### config.mk
export PLATFORM = sky130hd
export DESIGN_NAME = integer_to_text_formatter_core
export DESIGN_NICKNAME = d
export VERILOG_FILES = /design/src/hdl/itf_pkg.sv /design/src/hdl/itf_digit_gen.sv /design/src/hdl/itf_char_seq.sv /design/src/hdl/integer_to_text_formatter_core.sv
export SDC_FILE = /design/constraint.sdc
export NUM_CORES = 1
export LEC_CHECK = 0
export ABC_AREA = 1
export BUFFER_PORTS_ARGS = -buffer_cell sky130_fd_sc_hd__buf_2
export CAP_MARGIN = 30
export CORE_MARGIN = 2
export CORE_UTILIZATION = 62
export DETAILED_ROUTE_END_ITERATION = 16
export PLACE_DENSITY = 0.81
export SLEW_MARGIN = 20
export SYNTH_ARGS = -nofsm -noshare
export SYNTH_HDL_FRONTEND = slang
export SYNTH_SLANG_ARGS = --single-unit
### constraint.sdc
create_clock -name clk -period 6.75 [get_ports clk]
set_input_delay 1.0125 -clock clk [delete_from_list [all_inputs] [get_ports clk]]
set_output_delay 1.0125 -clock clk [all_outputs]
set_load 0.01 [all_outputs]
### src/hdl/itf_pkg.sv
// Shared types and constants for the integer-to-text formatter.
// Used by itf_digit_gen, itf_char_seq and integer_to_text_formatter_core; no dependencies.
`default_nettype none

package itf_pkg;

  // Counts of characters, digits and padding all fit in this width.
  localparam int CNT_W = 8;
  typedef logic [CNT_W-1:0] cnt_t;

  localparam logic [4:0] RADIX_MIN = 5'd2;
  localparam logic [4:0] RADIX_MAX = 5'd16;
  localparam logic [4:0] RADIX_OCT = 5'd8;
  localparam logic [4:0] RADIX_HEX = 5'd16;

  localparam logic [7:0] CH_SPACE   = 8'h20;
  localparam logic [7:0] CH_PLUS    = 8'h2B;
  localparam logic [7:0] CH_MINUS   = 8'h2D;
  localparam logic [7:0] CH_ZERO    = 8'h30;
  localparam logic [7:0] CH_UPPER_A = 8'h41;
  localparam logic [7:0] CH_LOWER_A = 8'h61;
  localparam logic [7:0] CH_UPPER_O = 8'h4F;
  localparam logic [7:0] CH_LOWER_O = 8'h6F;
  localparam logic [7:0] CH_UPPER_X = 8'h58;
  localparam logic [7:0] CH_LOWER_X = 8'h78;

  typedef enum logic [1:0] {
    S_IDLE,
    S_CONV,
    S_EMIT
  } ctl_state_t;

  // Sections of the output text, in the order they are sent.
  typedef enum logic [2:0] {
    PH_LSPACE = 3'd0,
    PH_SIGN   = 3'd1,
    PH_PFX0   = 3'd2,
    PH_PFX1   = 3'd3,
    PH_ZERO   = 3'd4,
    PH_DIGIT  = 3'd5,
    PH_RSPACE = 3'd6,
    PH_DONE   = 3'd7
  } phase_t;

  typedef struct packed {
    logic       busy;
    cnt_t       ndig;
  } dg_status_t;

  typedef struct packed {
    logic       has_sign;
    logic [7:0] sign_char;
    logic       has_prefix;
    logic [7:0] prefix_char;
    logic       upper;
    cnt_t       lpad;
    cnt_t       zpad;
    cnt_t       rpad;
    cnt_t       ndig;
  } fmt_t;

  function automatic logic [7:0] digit_char(input logic [3:0] d, input logic upper);
    logic [7:0] base;
    base = upper ? CH_UPPER_A : CH_LOWER_A;
    if (d < 4'd10) begin
      digit_char = CH_ZERO + {4'b0000, d};
    end else begin
      digit_char = base + {4'b0000, d} - 8'd10;
    end
  endfunction

endpackage

`default_nettype wire

### src/hdl/itf_digit_gen.sv
// Bit-serial radix conversion: restoring division by the radix, one bit per cycle,
// with the digits pushed onto a shift-register stack. Depends on itf_pkg.
`default_nettype none

module itf_digit_gen #(
  parameter int VALUE_BITS = 32
) (
  input  wire logic                  clk,
  input  wire logic                  rst,
  input  wire logic                  start,
  input  wire logic [VALUE_BITS-1:0] mag,
  input  wire logic [4:0]            radix,
  input  wire logic                  pop,
  output logic [3:0]                 top_digit,
  output itf_pkg::dg_status_t        status
);
  import itf_pkg::*;

  localparam int BIT_W = $clog2(VALUE_BITS);

  logic [VALUE_BITS-1:0] quo;
  logic [3:0]            rem;
  logic [BIT_W-1:0]      bit_cnt;
  logic                  busy;
  cnt_t                  ndig;
  logic [3:0]            stack [VALUE_BITS];

  logic [4:0]            trial;
  logic                  ge;
  logic [4:0]            rem_step;
  logic [VALUE_BITS-1:0] quo_step;
  logic                  pass_end;

  // The remainder stays below the radix, so four bits hold it between steps.
  always_comb begin
    trial    = {rem, quo[VALUE_BITS-1]};
    ge       = (trial >= radix);
    rem_step = ge ? (trial - radix) : trial;
    quo_step = {quo[VALUE_BITS-2:0], ge};
    pass_end = (bit_cnt == BIT_W'(VALUE_BITS - 1));
  end

  always_ff @(posedge clk) begin
    if (rst) begin
      busy <= 1'b0;
      ndig <= '0;
    end else if (start) begin
      busy <= 1'b1;
      ndig <= '0;
    end else if (busy && pass_end) begin
      ndig <= ndig + cnt_t'(1);
      if (quo_step == '0) begin
        busy <= 1'b0;
      end
    end
  end

  always_ff @(posedge clk) begin
    if (start) begin
      quo     <= mag;
      rem     <= '0;
      bit_cnt <= '0;
    end else if (busy) begin
      quo <= quo_step;
      if (pass_end) begin
        rem     <= '0;
        bit_cnt <= '0;
        stack[0] <= rem_step[3:0];
        for (int i = 1; i < VALUE_BITS; i++) begin
          stack[i] <= stack[i-1];
        end
      end else begin
        rem     <= rem_step[3:0];
        bit_cnt <= bit_cnt + BIT_W'(1);
      end
    end else if (pop) begin
      for (int i = 0; i < VALUE_BITS - 1; i++) begin
        stack[i] <= stack[i+1];
      end
    end
  end

  assign top_digit   = stack[0];
  assign status.busy = busy;
  assign status.ndig = ndig;

endmodule

`default_nettype wire

### src/hdl/itf_char_seq.sv
// Character sequencer: walks leading padding, sign, prefix, zero padding, digits and trailing
// padding, one character per cycle while out_ready allows, into an output register. Depends on itf_pkg.
`default_nettype none

module itf_char_seq (
  input  wire logic          clk,
  input  wire logic          rst,
  input  wire logic          start,
  input  wire itf_pkg::fmt_t fmt,
  input  wire logic [3:0]    top_digit,
  output logic               pop,
  output logic               busy,
  output logic               out_valid,
  input  wire logic          out_ready,
  output logic [7:0]         out_char,
  output logic               last
);
  import itf_pkg::*;

  phase_t     phase;
  cnt_t       cnt;
  fmt_t       f;

  logic [7:0] mask_in;
  logic [7:0] mask_cur;
  phase_t     first_ph;
  phase_t     nxt;
  logic       adv;
  logic       fire;
  logic       stay;
  logic       last_now;
  logic [7:0] ch;

  // One bit per section that has at least one character, plus an always-set bit for PH_DONE.
  function automatic logic [7:0] section_mask(input fmt_t x);
    section_mask = {1'b1, (x.rpad != '0), 1'b1, (x.zpad != '0),
                    x.has_prefix, x.has_prefix, x.has_sign, (x.lpad != '0)};
  endfunction

  function automatic phase_t first_phase(input logic [7:0] mask, input logic [2:0] from);
    phase_t res;
    res = PH_DONE;
    for (int i = 7; i >= 0; i--) begin
      if ((3'(i) >= from) && mask[i]) begin
        res = phase_t'(3'(i));
      end
    end
    first_phase = res;
  endfunction

  function automatic cnt_t phase_len(input phase_t p, input fmt_t x);
    case (p)
      PH_LSPACE: phase_len = x.lpad;
      PH_ZERO:   phase_len = x.zpad;
      PH_DIGIT:  phase_len = x.ndig;
      PH_RSPACE: phase_len = x.rpad;
      default:   phase_len = cnt_t'(1);
    endcase
  endfunction

  always_comb begin
    mask_in  = section_mask(fmt);
    mask_cur = section_mask(f);
    first_ph = first_phase(mask_in, 3'd0);
    adv      = !out_valid || out_ready;
    fire     = adv && (phase != PH_DONE);
    stay     = (cnt > cnt_t'(1));
    nxt      = stay ? phase : first_phase(mask_cur, phase + 3'd1);
    last_now = !stay && (nxt == PH_DONE);
    pop      = fire && (phase == PH_DIGIT);
    busy     = (phase != PH_DONE);
    unique case (phase) inside
      PH_LSPACE, PH_RSPACE: ch = CH_SPACE;
      PH_SIGN:              ch = f.sign_char;
      PH_PFX0, PH_ZERO:     ch = CH_ZERO;
      PH_PFX1:              ch = f.prefix_char;
      PH_DIGIT:             ch = digit_char(top_digit, f.upper);
      default:              ch = CH_SPACE;
    endcase
  end

  always_ff @(posedge clk) begin
    if (rst) begin
      phase     <= PH_DONE;
      out_valid <= 1'b0;
    end else begin
      if (start) begin
        phase <= first_ph;
      end else if (fire) begin
        phase <= nxt;
      end
      if (adv) begin
        out_valid <= fire;
      end
    end
  end

  always_ff @(posedge clk) begin
    if (start) begin
      f   <= fmt;
      cnt <= phase_len(first_ph, fmt);
    end else if (fire) begin
      cnt <= stay ? (cnt - cnt_t'(1)) : phase_len(nxt, f);
    end
    if (fire) begin
      out_char <= ch;
      last     <= last_now;
    end
  end

endmodule

`default_nettype wire

### src/hdl/integer_to_text_formatter_core.sv
// Integer-to-text formatter, top level. Depends on itf_pkg, itf_digit_gen, itf_char_seq.
// One item at a time: the one-bit-per-cycle divider first produces every digit, then
// the sequencer sends the characters, and a new item is accepted only once the last
// character has entered the output register, even if it still waits for out_ready.
// Synchronous active-high reset clears the controller, the divider and the output valid.
`default_nettype none

module integer_to_text_formatter_core #(
  parameter int VALUE_BITS = 32,
  parameter int MAX_WIDTH  = 63
) (
  input  wire logic                  clk,
  input  wire logic                  rst,
  input  wire logic                  in_valid,
  output logic                       in_ready,
  input  wire logic [VALUE_BITS-1:0] value,
  input  wire logic [4:0]            radix,
  input  wire logic [5:0]            pad_width,
  input  wire logic                  width_enable,
  input  wire logic                  signed_mode,
  input  wire logic                  left_justify,
  input  wire logic                  force_plus,
  input  wire logic                  space_sign,
  input  wire logic                  alt_prefix,
  input  wire logic                  zero_pad,
  input  wire logic                  upper_case,
  output logic                       out_valid,
  input  wire logic                  out_ready,
  output logic [7:0]                 out_char,
  output logic                       last
);
  import itf_pkg::*;

  ctl_state_t            state;
  ctl_state_t            state_next;

  logic [4:0]            radix_r;
  logic [5:0]            width_r;
  logic                  wen_r;
  logic                  neg_r;
  logic                  left_r;
  logic                  plus_r;
  logic                  spc_r;
  logic                  alt_r;
  logic                  zpad_r;
  logic                  upper_r;

  logic                  neg_in;
  logic [VALUE_BITS-1:0] mag_in;
  logic [4:0]            radix_in;
  logic                  dg_start;
  logic                  cs_start;
  logic                  cs_busy;
  logic                  pop;
  logic [3:0]            top_digit;
  dg_status_t            dg_status;
  fmt_t                  fmt;
  cnt_t                  body;
  cnt_t                  width_eff;
  cnt_t                  pad;

  always_comb begin
    neg_in = signed_mode && value[VALUE_BITS-1];
    mag_in = neg_in ? (~value + VALUE_BITS'(1)) : value;
    if (radix < RADIX_MIN) begin
      radix_in = RADIX_MIN;
    end else if (radix > RADIX_MAX) begin
      radix_in = RADIX_MAX;
    end else begin
      radix_in = radix;
    end
  end

  // Format descriptor, built once the digit count is known.
  always_comb begin
    fmt.has_sign    = neg_r || plus_r || spc_r;
    fmt.sign_char   = neg_r ? CH_MINUS : (plus_r ? CH_PLUS : CH_SPACE);
    fmt.has_prefix  = alt_r && ((radix_r == RADIX_OCT) || (radix_r == RADIX_HEX));
    if (radix_r == RADIX_OCT) begin
      fmt.prefix_char = upper_r ? CH_UPPER_O : CH_LOWER_O;
    end else begin
      fmt.prefix_char = upper_r ? CH_UPPER_X : CH_LOWER_X;
    end
    fmt.upper = upper_r;
    fmt.ndig  = dg_status.ndig;
    body = dg_status.ndig + cnt_t'(fmt.has_sign) + (fmt.has_prefix ? cnt_t'(2) : cnt_t'(0));
    width_eff = cnt_t'(width_r);
    if (width_eff > cnt_t'(MAX_WIDTH)) begin
      width_eff = cnt_t'(MAX_WIDTH);
    end
    pad = (wen_r && (width_eff > body)) ? (width_eff - body) : cnt_t'(0);
    fmt.lpad = (!left_r && !zpad_r) ? pad : cnt_t'(0);
    fmt.zpad = (!left_r && zpad_r) ? pad : cnt_t'(0);
    fmt.rpad = left_r ? pad : cnt_t'(0);
  end

  always_ff @(posedge clk) begin
    if (rst) begin
      state <= S_IDLE;
    end else begin
      state <= state_next;
    end
  end

  always_comb begin
    state_next = state;
    in_ready   = 1'b0;
    dg_start   = 1'b0;
    cs_start   = 1'b0;
    unique case (state)
      S_IDLE: begin
        in_ready = 1'b1;
        if (in_valid) begin
          dg_start   = 1'b1;
          state_next = S_CONV;
        end
      end
      S_CONV: begin
        if (!dg_status.busy) begin
          cs_start   = 1'b1;
          state_next = S_EMIT;
        end
      end
      S_EMIT: begin
        if (!cs_busy) begin
          state_next = S_IDLE;
        end
      end
      default: state_next = S_IDLE;
    endcase
  end

  always_ff @(posedge clk) begin
    if (dg_start) begin
      radix_r <= radix_in;
      width_r <= pad_width;
      wen_r   <= width_enable;
      neg_r   <= neg_in;
      left_r  <= left_justify;
      plus_r  <= force_plus;
      spc_r   <= space_sign;
      alt_r   <= alt_prefix;
      zpad_r  <= zero_pad;
      upper_r <= upper_case;
    end
  end

  itf_digit_gen #(
    .VALUE_BITS(VALUE_BITS)
  ) u_digit_gen (
    .clk       (clk),
    .rst       (rst),
    .start     (dg_start),
    .mag       (mag_in),
    .radix     (radix_r),
    .pop       (pop),
    .top_digit (top_digit),
    .status    (dg_status)
  );

  itf_char_seq u_char_seq (
    .clk       (clk),
    .rst       (rst),
    .start     (cs_start),
    .fmt       (fmt),
    .top_digit (top_digit),
    .pop       (pop),
    .busy      (cs_busy),
    .out_valid (out_valid),
    .out_ready (out_ready),
    .out_char  (out_char),
    .last      (last)
  );

endmodule

`default_nettype wire
# Word-level counts from Yosys, hierarchy flattened
# Memory sizes are Yosys's and may differ from the RTL's.
# Index checks and enable logic that the tools add are counted.
classes:
  addsub: 12
  magnitude_cmp: 13
  n_eq_ne: 21
  n_mux: 89
  bitwise_logic: 32
  n_reduce_logical: 41
ops:
  columns: ["cell", "count"]
  rows:
  - ["$mux W4", 34]
  - ["$mux W32", 3]
  - ["$pmux W8 S4", 3]
  - ["$mux W8", 8]
  - ["$reduce_bool A8 Y1", 5]
  - ["$mux W3", 11]
  - ["$add A32 B1 Y32 const B", 1]
  - ["$logic_not A32 Y1", 1]
  - ["$not A32 Y32", 1]
  - ["$or A1 B1 Y1", 31]
  - ["$eq A3 B3 Y1 const B", 9]
  - ["$mux W6", 4]
  - ["$mux W1", 18]
  - ["$logic_and A1 B1 Y1", 15]
  - ["$eq A5 B5 Y1 const B", 2]
  - ["$mux W2", 5]
  - ["$mux W5", 2]
  - ["$ge A3 B3 Y1 const A", 3]
  - ["$add A8 B1 Y8", 1]
  - ["$add A8 B1 Y8 const B", 1]
  - ["$add A8 B2 Y8", 1]
  - ["$add A8 B4 Y8", 1]
  - ["$gt A6 B8 Y1", 1]
  - ["$gt A8 B1 Y1 const B", 1]
  - ["other kinds (29)", 46]
totals:
  register_bits: 143
  ramBits: 128
  input_bits: 55
  memories: 1
memory_table:
  columns: ["memory", "depth", "word_bits", "rd", "rd_clocked_by_memory_dff", "write_ports", "line_no", "rtl"]
  rows:
  - ["u_digit_gen.stack", 32, 4, 32, 0, 32, "itf_digit_gen.sv:26", "logic [3:0] stack [VALUE_BITS];"]

# Logic depth before layout (Yosys ltp)
depth:
  word_depth: 17
  ltp_mapped: 25
  ltp_nobuf: 24

# Modules after synthesis
# Synthesis repeated with hierarchy kept, for this count alone.
unflattened:
  hier_cells: 1606
  hier_area_um2: 14184.9
modules_own_cells:
  columns: ["module", "instances", "cells_each", "area_each_um2", "seq_area_each_um2"]
  rows:
  - ["itf_digit_gen", 1, 810, 8039.0, 5165.0]
  - ["itf_char_seq", 1, 400, 3746.1, 2122.0]
  - ["integer_to_text_formatter_core", 1, 396, 2399.8, 610.6]

# Worst setup path before layout
# No wires, ideal clock.
synth_timing:
  path_kind: "input port to flip-flop"
  startpoint: "in in_valid"
  endpoint: "mem u_digit_gen.stack[0][0] (enable)"
  t_arrival_ns: 4.768
  required_time_ns: 5.661
  path_slack_ns: 0.894
  cell_stages: 9
  cell_sequence: "nand2_1 inv_2 nor2_2 inv_1 nor3_2 inv_1 clkbuf_1 buf_2 nand2_1"
synth_lines:
  columns: ["element", "line_no", "rtl"]
  rows:
  - ["start, declared", "integer_to_text_formatter_core.sv:14", "input wire logic in_valid,"]
  - ["end, declared", "itf_digit_gen.sv:26", null]

==> results.json <==
{
  "p_leak_nw": 6.06,
  "rows": 53,
  "root_buffer": "clkbuf_16",
  "synth_top_area_share_pct": 53.9,
  "antenna_found_initial": 0,
  "syn2layout_area_growth_pct": 10.5,
  "layout_setup_ws_ns": 2.21,
  "initial_utilization_pct": 63.0,
  "yosys_warnings": 0,
  "synth.area.top_cells": "edfxtp_1 (54%), nand2_1 (14%), o21ai_0 (4.3%)",
  "ant_nets": 0,
  "synth_top_area_cell": "edfxtp_1",
  "cp_slowest_cell": "buf_4",
  "ys_seq_elements": 260,
  "synth_edf_count": 236,
  "rr_worst_depth": 12,
  "r2r_setup_slack_ns": 2.31,
  "ir_drop_mv": 0.209,
  "slew_headroom_pct": 43.9,
  "die_y_um": 150,
  "critPathArrivalTime_ns": 4.70,
  "end_kind": "flip-flop",
  "grt.overflow.total": 0,
  "track_usage_pct": 24.0,
  "antenna_cells": 0,
  "synthFlopType": "edfxtp_1",
  "tns_ns": 0,
  "cts_buffer_depth": 3,
  "drc": 0,
  "fin_crit_sh_pct": 67.3,
  "synth_cell_types": 50,
  "layout-drive-gt1-share_pct": 9.95,
  "dp_slack_ns": 1.65,
  "gp_congestion": 0.952,
  "grt_pass1_wl_mm": 43.7,
  "cts_tree": "done",
  "crit_path_max_incr_delay_ns": 0.70,
  "worstSkewPairLatency_ns": 0.54,
  "drtPass1Iterations": 5,
  "clock-sinks": 260,
  "avgViaCountPerCell": 5.50,
  "hold_viol": 0,
  "cap_violations": 0,
  "critPathLaunch": "in_valid",
  "async_flop_share_pct": 0,
  "dp_hpwl_mm": 17.9,
  "drtIter0Drc": 964,
  "min_path_cells": 0,
  "worstReg2RegStart": "state[0]",
  "reg2reg_to": "u_digit_gen.stack[29][2]",
  "nets": 1581,
  "dieArea_um2": 22400,
  "status": "finished clean",
  "cts-buffers-inserted": 27,
  "timing.critical_path.mode_cell": "buf_4",
  "port_buffers": 64,
  "cts_hold_buf": 0,
  "cts-htree-levels": 1,
  "cp.required_ns": 6.91,
  "syn-cell-area_um2": 13200,
  "setup.worst_path.class": "in2reg",
  "grt_pass1_vias": 9014,
  "critPathMaxFanout": 80,
  "synthCells": 1439,
  "routed_wl_mm": 26.1,
  "grt_max_degree": 81,
  "yosysSeqAreaShare_pct": 57.5,
  "hold_class": "reg2reg",
  "hp-start": "u_digit_gen.stack[30][0]",
  "ios": 66,
  "finalSetupViolCount": 0,
  "powerDensity_nw_per_um2": 322,
  "crit_path_start_kind": "input pin",
  "slew_viol_final": 0,
  "hold_end": "u_digit_gen.stack[31][0]",
  "max_freq_mhz": 220,
  "wl_per_cell_um": 14.6,
  "period_minus_slack_ns": 4.54,
  "cts_setup_buffers": 0,
  "crit_chain": "buf_2 > nand2_1 > buf_4 > inv_2 > nor2_2 > inv_1 > nor3_4 > buf_4 > clkinv_1 > buf_4 > nand2_4 > buf_4",
  "dieWidth_um": 150,
  "worst_pin_slew_ns": 0.842,
  "avgSynthCellArea_um2": 9.14,
  "clkTransAtPathRegs_ns": 0.06,
  "fin_skew_ns": 0.0111,
  "vias": 9859,
  "cts_resized": 0,
  "rsz0062_at_grt": "no",
  "fp.coreArea_um2": 20900
}
## worst max-delay path by stage
| stage | end | slack (ns) | cells past startpoint |
|---|---|---|---|
| 2_1_floorplan | u_digit_gen.stack[0][0] | 0.89 | 9 |
| 3_3_place_gp | u_digit_gen.stack[29][1] | 1.73 | 12 |
| 3_5_place_dp | u_digit_gen.stack[28][1] | 1.65 | 12 |
| 4_1_cts | u_digit_gen.stack[28][1] | 2.23 | 12 |
| 5_1_grt | u_digit_gen.stack[26][1] | 1.79 | 12 |
| 6_report | u_digit_gen.stack[29][2] | 2.21 | 12 |
## metrics by stage
step | util (%) | cell area [um2] | power (mW) | std cells | hold slack (ns)
6_report | 69.6 | 14500 | 4.69 | 1793 | 0.447
5_1_grt | 69.6 | 14500 | 4.96 | 1793 | 0.455
4_1_cts | 69.6 | 14500 | 4.70 | 1793 | 0.449
3_5_place_dp | 65.6 | 13700 | 3.29 | 1743 | 0.434
3_3_place_gp | 65.6 | 13700 | 3.25 | 1743 | 0.430
2_1_floorplan | - | 13200 | 3.00 | 1442 | 0.409
## worst max-delay path, delay by kind of cell
family	cells	cell delay, ns
AND/OR/NAND/NOR	4	0.72
buffers and inverters	8	2.86
## flip-flops by register name, indices dropped and copies added, names as in the netlist, 2 cells and up
register             flops
state                    2
u_char_seq.out_char      7
u_digit_gen.stack      128
width_r                  6
u_digit_gen.rem          4
u_digit_gen.ndig         8
u_char_seq.f            41
radix_r                  5
u_char_seq.cnt           8
u_digit_gen.quo         32
u_digit_gen.bit_cnt      5
u_char_seq.phase         3
## cell usage after synthesis, types with 2 or more instances
library cell  count
nand3_1          77
a31oi_1           5
nor2_2            5
nand3b_1          6
nor2_4            7
nor4_1            9
o21ai_1           2
edfxtp_1        236
buf_4             3
dfxtp_1          24
fa_1              3
nand2_4           2
buf_1             3
buf_6             3
a21o_1            2
or2_2             6
nand3_2           2
o211ai_1          5
o22ai_1           2
inv_2             8
xnor2_1          12
a21oi_1          26
nand4_1          23
and2_1            3
xor2_1           20
nand2_2           6
o21ai_0         113
inv_1           135
ha_1             26
nor2_1           94
nand2_1         492
clkbuf_1         29
o41ai_1           2
nor3_1           20
nor3_2            2
buf_2             9
a221oi_1          4
## kinds of logic (layout without fill, tap and decap cells)
group,count (synthesis),after routing,synth area share [%]
compound gates,167,167,6.92
xor+xnor,32,32,2.13
fa+ha+maj,29,29,2.93
buf+inv,191,267,5.79
flops,260,260,57.5
other cells,1,4,0.0285
simple gates,759,759,24.7
## report_power, final
group          internal (mW)  total (mW)  switching [mW]
clock network          0.814        1.41           0.599
registers               2.06        2.18           0.120
logic                  0.339        1.09           0.750
## per-layer routing
| layer | part of all wire (%) | global-route usage (%) |
|---|---|---|
| met5 | 0 | 0 |
| met4 | 2.6 | 6.90 |
| met3 | 6.6 | 2.87 |
| met2 | 44 | 36.7 |
| met1 | 46 | 36.4 |
## area by class of cell
cell class,instances,area [um2]
clock inverters,10,87.6
fillers,1564,6350
clock buffers,40,754
well taps,275,344
multi-input cells,991,4850
repair buffers,73,388
inverters,144,541
flip-flops and latches,260,7570
## cells in the final DEF, fill, tap and decap left out, types with 6 or more instances in the layout
master / netlist / routed
xor2_1: 20 / 20
or2_2: 6 / 6
nand2_2: 6 / 6
edfxtp_1: 236 / 236
buf_4: 3 / 9
nor2_1: 94 / 93
inv_2: 8 / 8
inv_1: 135 / 133
nand3_1: 77 / 77
dfxtp_1: 24 / 24
a21oi_1: 26 / 26
nand4_1: 23 / 23
nor3_1: 20 / 20
nor4_1: 9 / 9
xnor2_1: 12 / 12
nor2_4: 7 / 8
o21ai_0: 113 / 113
clkinv_1: 1 / 7
clkbuf_16: 0 / 27
clkbuf_1: 29 / 10
buf_2: 9 / 64
nand2_1: 492 / 491
nand3b_1: 6 / 6
ha_1: 26 / 26
(Power assumes the default switching activity.)
